<file path="src/rtl/tea_pkg.sv">
package tea_pkg;

  localparam int unsigned WordW    = 32;
  localparam int unsigned KeyWords = 4;
  localparam int unsigned CfgIdxW  = $clog2(KeyWords);

  localparam logic [WordW-1:0] TeaDelta = 32'h9e37_79b9;

  // The two ops carried by each block.
  localparam logic OpEncrypt = 1'b0;
  localparam logic OpDecrypt = 1'b1;

  typedef logic [KeyWords-1:0][WordW-1:0] key_t;

  typedef struct packed {
    logic             op;
    logic [WordW-1:0] first;
    logic [WordW-1:0] second;
  } blk_t;

  // Round sum for a given round number, modulo 2^32. Called with constants only.
  function automatic logic [WordW-1:0] delta_mul(input int unsigned k);
    logic [2*WordW-1:0] prod;
    prod = 64'(TeaDelta) * 64'(k);
    return prod[WordW-1:0];
  endfunction

  function automatic logic [WordW-1:0] mix_half(input logic [WordW-1:0] x,
                                                input logic [WordW-1:0] sum,
                                                input logic [WordW-1:0] ka,
                                                input logic [WordW-1:0] kb);
    logic [WordW-1:0] a;
    logic [WordW-1:0] b;
    logic [WordW-1:0] c;
    a = (x << 4) + ka;
    b = x + sum;
    c = (x >> 5) + kb;
    return a ^ b ^ c;
  endfunction

endpackage

</file>
<file path="src/rtl/tea_round.sv">
module tea_round import tea_pkg::*; #(
  parameter bit               Phase  = 1'b0,
  parameter logic [WordW-1:0] EncSum = '0,
  parameter logic [WordW-1:0] DecSum = '0
) (
  input  logic clk_i,
  input  logic rst_ni,
  input  key_t key_i,
  input  logic in_valid_i,
  input  blk_t in_blk_i,
  output logic ready_o,
  input  logic ready_i,
  output logic out_valid_o,
  output blk_t out_blk_o
);

  logic             valid_q;
  blk_t             blk_q;
  blk_t             blk_d;
  logic             upd_first;
  logic [WordW-1:0] src;
  logic [WordW-1:0] dst;
  logic [WordW-1:0] sum;
  logic [WordW-1:0] ka;
  logic [WordW-1:0] kb;
  logic [WordW-1:0] mix;
  logic [WordW-1:0] res;

  // Even stages encrypt into the first half and decrypt into the second;
  // odd stages do the reverse.
  assign upd_first = (Phase == 1'b0) ? (in_blk_i.op == OpEncrypt)
                                     : (in_blk_i.op == OpDecrypt);

  always_comb begin
    src = upd_first ? in_blk_i.second : in_blk_i.first;
    dst = upd_first ? in_blk_i.first  : in_blk_i.second;
    ka  = upd_first ? key_i[0] : key_i[2];
    kb  = upd_first ? key_i[1] : key_i[3];
    sum = (in_blk_i.op == OpDecrypt) ? DecSum : EncSum;
    mix = mix_half(src, sum, ka, kb);
    res = (in_blk_i.op == OpDecrypt) ? (dst - mix) : (dst + mix);
    blk_d = in_blk_i;
    if (upd_first) begin
      blk_d.first = res;
    end else begin
      blk_d.second = res;
    end
  end

  // A stage takes new data when it is empty or its content moves on.
  assign ready_o = !valid_q || ready_i;

  always_ff @(posedge clk_i or negedge rst_ni) begin
    if (!rst_ni) begin
      valid_q <= 1'b0;
    end else if (ready_o) begin
      valid_q <= in_valid_i;
    end
  end

  always_ff @(posedge clk_i) begin
    if (ready_o && in_valid_i) begin
      blk_q <= blk_d;
    end
  end

  assign out_valid_o = valid_q;
  assign out_blk_o   = blk_q;

endmodule

</file>
<file path="config.mk">
export PLATFORM = sky130hd
export DESIGN_NAME = tea_round
export DESIGN_NICKNAME = d
export VERILOG_FILES = /design/src/rtl/tea_pkg.sv /design/src/rtl/tea_round.sv
export SDC_FILE = /design/constraint.sdc
export NUM_CORES = 1
export LEC_CHECK = 0
export ABC_AREA = 1
export BUFFER_PORTS_ARGS = -buffer_cell sky130_fd_sc_hd__buf_2
export CAP_MARGIN = 20
export CORE_ASPECT_RATIO = 0.75
export CORE_MARGIN = 2
export CORE_UTILIZATION = 52
export CTS_BUF_LIST = sky130_fd_sc_hd__clkbuf_8
export DETAILED_ROUTE_END_ITERATION = 12
export PLACE_DENSITY = 0.92
export SETUP_SLACK_MARGIN = 0.1
export SYNTH_ARGS = -nofsm -noshare
export SYNTH_HDL_FRONTEND = slang
export SYNTH_SLANG_ARGS = --single-unit
</file>
<file path="constraint.sdc">
create_clock -name clk_i -period 4.2 [get_ports clk_i]
set_input_delay 0.21 -clock clk_i [delete_from_list [all_inputs] [get_ports clk_i]]
set_output_delay 0.21 -clock clk_i [all_outputs]
set_load 0.05 [all_outputs]
</file>
==> results.json, run 1 <==
{
  "syn_nets": 2423,
  "avgSynthCellArea_um2": 5.64,
  "numCtsBuffers": 9,
  "grt_pass1_wl_um": 117000,
  "initial_utilization_pct": 52.6,
  "netlist_area_um2": 12000,
  "yosys_warnings": 0,
  "io_pins": 264,
  "cts.sinks": 66,
  "synth-edff-count": 65,
  "status": "did not finish",
  "stop_stage": "global routing (5_1_grt)",
  "dieHeight_um": 136,
  "dp_hpwl_um": 39800,
  "core.rowCount": 48,
  "grt_max_degree": 36,
  "place_congestion": 1.06,
  "grtUsageTotal_pct": 62.8,
  "cts-root-buf": "clkbuf_8",
  "grt.overflow.total": 2,
  "synthArstFlopShare_pct": 1.52,
  "synth-seq-area-share_pct": 16.4,
  "synthCells": 2137,
  "ys_ff_latch": 66,
  "cts_max_path_buffers": 2,
  "dieWidth_um": 180,
  "firstError": "[ERROR GRT-0116] Global routing finished with congestion. Check the congestion regions in the DRC Viewer.",
  "io_buffers": 263,
  "dominantRegCellSynth": "edfxtp_1",
  "grt_pass1_vias": 20900,
  "htree_levels": 3,
  "synth.distinct_cells": 51
}
==> Yosys cell counts, types with 2 or more instances <==
library cell | n | area share, %
fa_1 | 3 | 0.50
nor2_4 | 3 | 0.28
nor4_1 | 2 | 0.10
o21bai_1 | 10 | 0.62
nor2_1 | 140 | 4.4
nand3b_1 | 14 | 0.87
xnor2_2 | 2 | 0.27
nand2_4 | 7 | 0.65
a31oi_1 | 5 | 0.26
nand3_2 | 3 | 0.25
a21o_1 | 4 | 0.25
clkbuf_1 | 24 | 0.75
o211ai_1 | 3 | 0.19
o221ai_1 | 2 | 0.15
buf_4 | 3 | 0.19
xor2_1 | 50 | 3.6
inv_2 | 9 | 0.28
a21oi_1 | 67 | 2.8
xnor2_1 | 45 | 3.3
o21ai_1 | 8 | 0.33
or2_2 | 6 | 0.31
nand2_2 | 37 | 1.9
buf_1 | 3 | 0.093
inv_1 | 308 | 9.6
o21ai_2 | 11 | 0.80
nor2_2 | 4 | 0.21
buf_12 | 3 | 0.50
buf_2 | 2 | 0.083
nand2_1 | 973 | 30
buf_6 | 5 | 0.47
o21ai_0 | 68 | 2.8
o21a_1 | 5 | 0.31
nor3_1 | 7 | 0.29
ha_1 | 86 | 8.9
nand4_1 | 21 | 1.1
edfxtp_1 | 65 | 16
nand3_1 | 115 | 4.8
==> cell families after synthesis <==
group	count (synthesis)	synth area share, %
flops	66	16.4
compound gates	188	8.87
simple gates	1337	45.8
xor+xnor	98	7.31
fa+ha+maj	89	9.43
buf+inv	359	12.2
==> routing by layer <==
metal | track usage (%) | overflow
met1 | 61.4 | 0
met2 | 82.4 | 1
met3 | 47.4 | 0
met4 | 60.4 | 1
met5 | 20.8 | 0
==> metrics by stage <==
step	instance area, um2	worst slack, ns	std cells	hold WS, ns	setup TNS, ns
after CTS	18500	-0.221	3106	0.0806	-2.22
after detailed placement	16600	-1.09	3050	-0.0141	-29.87
after global placement	16600	-0.738	3050	-0.0150	-18.66
after floorplan	12200	-0.724	2137	-0.0856	-13.81
==> timing repair <==
action	4_1_cts
pin swaps	87
endpoints found under the setup margin	45
gates resized for setup	264
buffers inserted	39
hold buffers	1
hold endpoints to repair	1
gates cloned	5
==> run 2: changes to the inputs <==
CORE_ASPECT_RATIO = default   (was 0.75)
CORE_UTILIZATION = 40   (was 52)
CTS_BUF_LIST = default   (was sky130_fd_sc_hd__clkbuf_8)
PLACE_DENSITY = default   (was 0.92)
PLACE_DENSITY_LB_ADDON = 0.15   (was default)
SETUP_SLACK_MARGIN = default   (was 0.1)
clock period = 5.5 ns   (was 4.2 ns; I/O delays follow)
==> results.json, run 2 <==
{
  "initial_utilization_pct": 40.6,
  "slowest_delay_ns": 0.44,
  "drt-total-wl_um": 42800,
  "drive_gt1_share_pct": 20.3,
  "design_area_um2": 15000,
  "yosys-top-cells-area": "nand2_1 30%, edfxtp_1 16%, inv_1 9.6%, ha_1 8.9%, nand3_1 4.8%",
  "grt_max_degree": 66,
  "crit_arrival_ns": 5.18,
  "grt_pass1_wl_um": 65500,
  "dieHeight_um": 178,
  "synthArstFlopShare_pct": 1.52,
  "finalMaxSlewViolations": 0,
  "synthCells": 2137,
  "critPathKind": "primary input to flip-flop",
  "finClkSkew_ns": 0.0100,
  "dieWidth_um": 178,
  "core.rowCount": 63,
  "post_drt_wl_per_cell_um": 14.8,
  "final_common_cell": "nand2_1",
  "grt.overflow.total": 0,
  "synth.top_cell.area_share_pct": 30.3,
  "p_leak_uw": 0.00878,
  "clock_latency_ns": 0.34,
  "critPathRequiredTime_ns": 5.60,
  "nNetsFinal": 2778,
  "coreArea_um2": 29600,
  "grt_pass1_vias": 13200,
  "max-cap-violations": 0,
  "synth.distinct_cells": 51,
  "hold_path_class": "primary input to flip-flop",
  "synth.most_common_cell": "nand2_1",
  "start_kind": "primary input",
  "post-route-period-util_pct": 92.5,
  "numCtsBuffers": 9,
  "synth-edff-count": 65,
  "p_int_uw": 2380,
  "cts_tree": "yes",
  "synth-seq-area-share_pct": 16.4,
  "path_common_cell": "nand2_1",
  "vias_per_cell": 4.89,
  "worst_pin_slew_ns": 0.804,
  "netlist_area_um2": 12000,
  "period_needed_ns": 5.09,
  "hold_violations": 0,
  "drc": 0,
  "placed_area_um2": 14600,
  "crit_fanout": 40,
  "avgSynthCellArea_um2": 5.64,
  "firstDrtPassIters": 6,
  "largest_reg_flops": 65,
  "grt_antenna_before_repair": 1,
  "htree_levels": 3,
  "clock_power_share_pct": 12.5,
  "fmax_mhz": 197,
  "seq_power_share_pct": 15.0,
  "via_count": 14100,
  "status": "complete, no violations",
  "power_frac_comb_pct": 72.5,
  "dp_hpwl_um": 37700,
  "cts_max_path_buffers": 2,
  "ys_ff_latch": 66,
  "die-area_um2": 31500,
  "clkSlewWorstSetupHoldPaths_ns": 0.05,
  "setup_ws_ns": 0.411,
  "synth_area_leader_cell": "nand2_1",
  "dp.cells": 2869,
  "slowest_stage": "o21ai_2",
  "synth_common_cells": "973 x nand2_1, 308 x inv_1, 140 x nor2_1",
  "io_buffers": 263,
  "finalSetupViolCount": 0,
  "powerDensity_nw_per_um2": 326,
  "final_cell_mix": "970 x nand2_1, 308 x inv_1, 262 x buf_2, 132 x nor2_1, 115 x buf_4",
  "cts.sinks": 66,
  "n_antenna_cell": 0,
  "place_congestion": 0.969,
  "grtUsageTotal_pct": 26.8,
  "io_pins": 264,
  "switchingPower_uw": 2530,
  "swShare_pct": 51.5,
  "yosys_warnings": 0,
  "ant_nets": 0,
  "drt-initial-drc-count": 842,
  "area_delta_synth_final_pct": 24.7,
  "fin_cells": 2887,
  "ir_drop_mv": 0.174,
  "cts-root-buf": "clkbuf_16",
  "max_slew_margin_pct": 46.4,
  "dominantRegCellSynth": "edfxtp_1",
  "syn_nets": 2423,
  "critPathCaptureType": "flip-flop",
  "post-place-ws_ns": -0.169,
  "grt_setup_unrepaired": "no"
}
-- run 2: cell counts after synthesis --
Identical to the previous run, type by type.
-- run 2: final cells by class --
cell class,count,area [um2]
fillers,3189,14600
clock buffers,9,225
repair buffers,385,2340
flip-flops and latches,66,1980
well taps,390,488
inverters,318,1200
clock inverters,7,92.6
multi-input cells,1712,8700
-- run 2: worst paths after layout --
kind / from / to / slack (ns) / cells after the start
max: in_blk_i[64] / out_blk_o[63]$_DFFE_PP_ / 0.41 / 35
min: in_valid_i / out_valid_o$_DFFE_PN0N_ / 0.17 / 3
max reg2reg: out_valid_o$_DFFE_PN0N_ / out_blk_o[7]$_DFFE_PP_ / 3.89 / 2
min reg2reg: out_valid_o$_DFFE_PN0N_ / out_valid_o$_DFFE_PN0N_ / 0.58 / 2
max in group asynchronous: rst_ni / out_valid_o$_DFFE_PN0N_ / 5.18 / 2
min in group asynchronous: rst_ni / out_valid_o$_DFFE_PN0N_ / 0.24 / 2
-- run 2: logic make-up (layout without fill, tap and decap cells) --
family                   after synthesis  after routing  synth area share [%]
AO/OA/AOI/OAI                        188            188                  8.87
XOR/XNOR                              98             98                  7.31
adder cells (fa/ha/maj)               89             89                  9.43
buffers and inverters                359            719                  12.2
flip-flops                            66             66                  16.4
AND/OR/NAND/NOR                     1337           1337                  45.8
-- run 2: critical path, delay by kind of cell --
kind	cells	cell delay [ns]
buffers and inverters	6	0.76
adder cells (fa/ha/maj)	2	0.53
XOR/XNOR	1	0.22
AND/OR/NAND/NOR	21	2.20
AO/OA/AOI/OAI	5	1.14
-- run 2: per-stage QoR --
stage / TNS (ns) / hold slack (ns) / power, uW / utilization, %
6_report: 0 / 0.167 / 4900 / 50.7
5_1_grt: 0 / 0.178 / 5340 / 50.7
4_1_cts: 0 / 0.156 / 4870 / 50.3
3_5_place_dp: -0.334 / 0.0515 / 4240 / 49.1
3_3_place_gp: -0.332 / 0.0514 / 4220 / 49.1
2_1_floorplan: 0 / -0.0206 / 3170 / -
-- run 2: power groups by stage --
stage / logic [uW] / registers (uW) / clock network, uW
after floorplan: 2080 / 1090 / 0
after global placement: 3480 / 745 / 0
after detailed placement: 3490 / 748 / 0
after CTS: 3510 / 738 / 624
after global routing: 3950 / 745 / 641
final: 3550 / 736 / 612
-- run 2: routing by layer --
metal,vias to the layer above,wire (um),global-route usage [%]
met5,-,10,0
met4,2,1170,8.71
met3,56,2560,3.15
met2,409,19300,44.8
met1,6313,19800,35.7
li1,7348,-,-
-- run 2: timing repair --
item                                    4_1_cts  5_1_grt
endpoints found under the setup margin        0       12
hold buffers                                  1        0
setup buffers                                 0        0
hold endpoints to repair                      1        0
resized for setup                             0       23
Power figures use the tool's default switching activity.
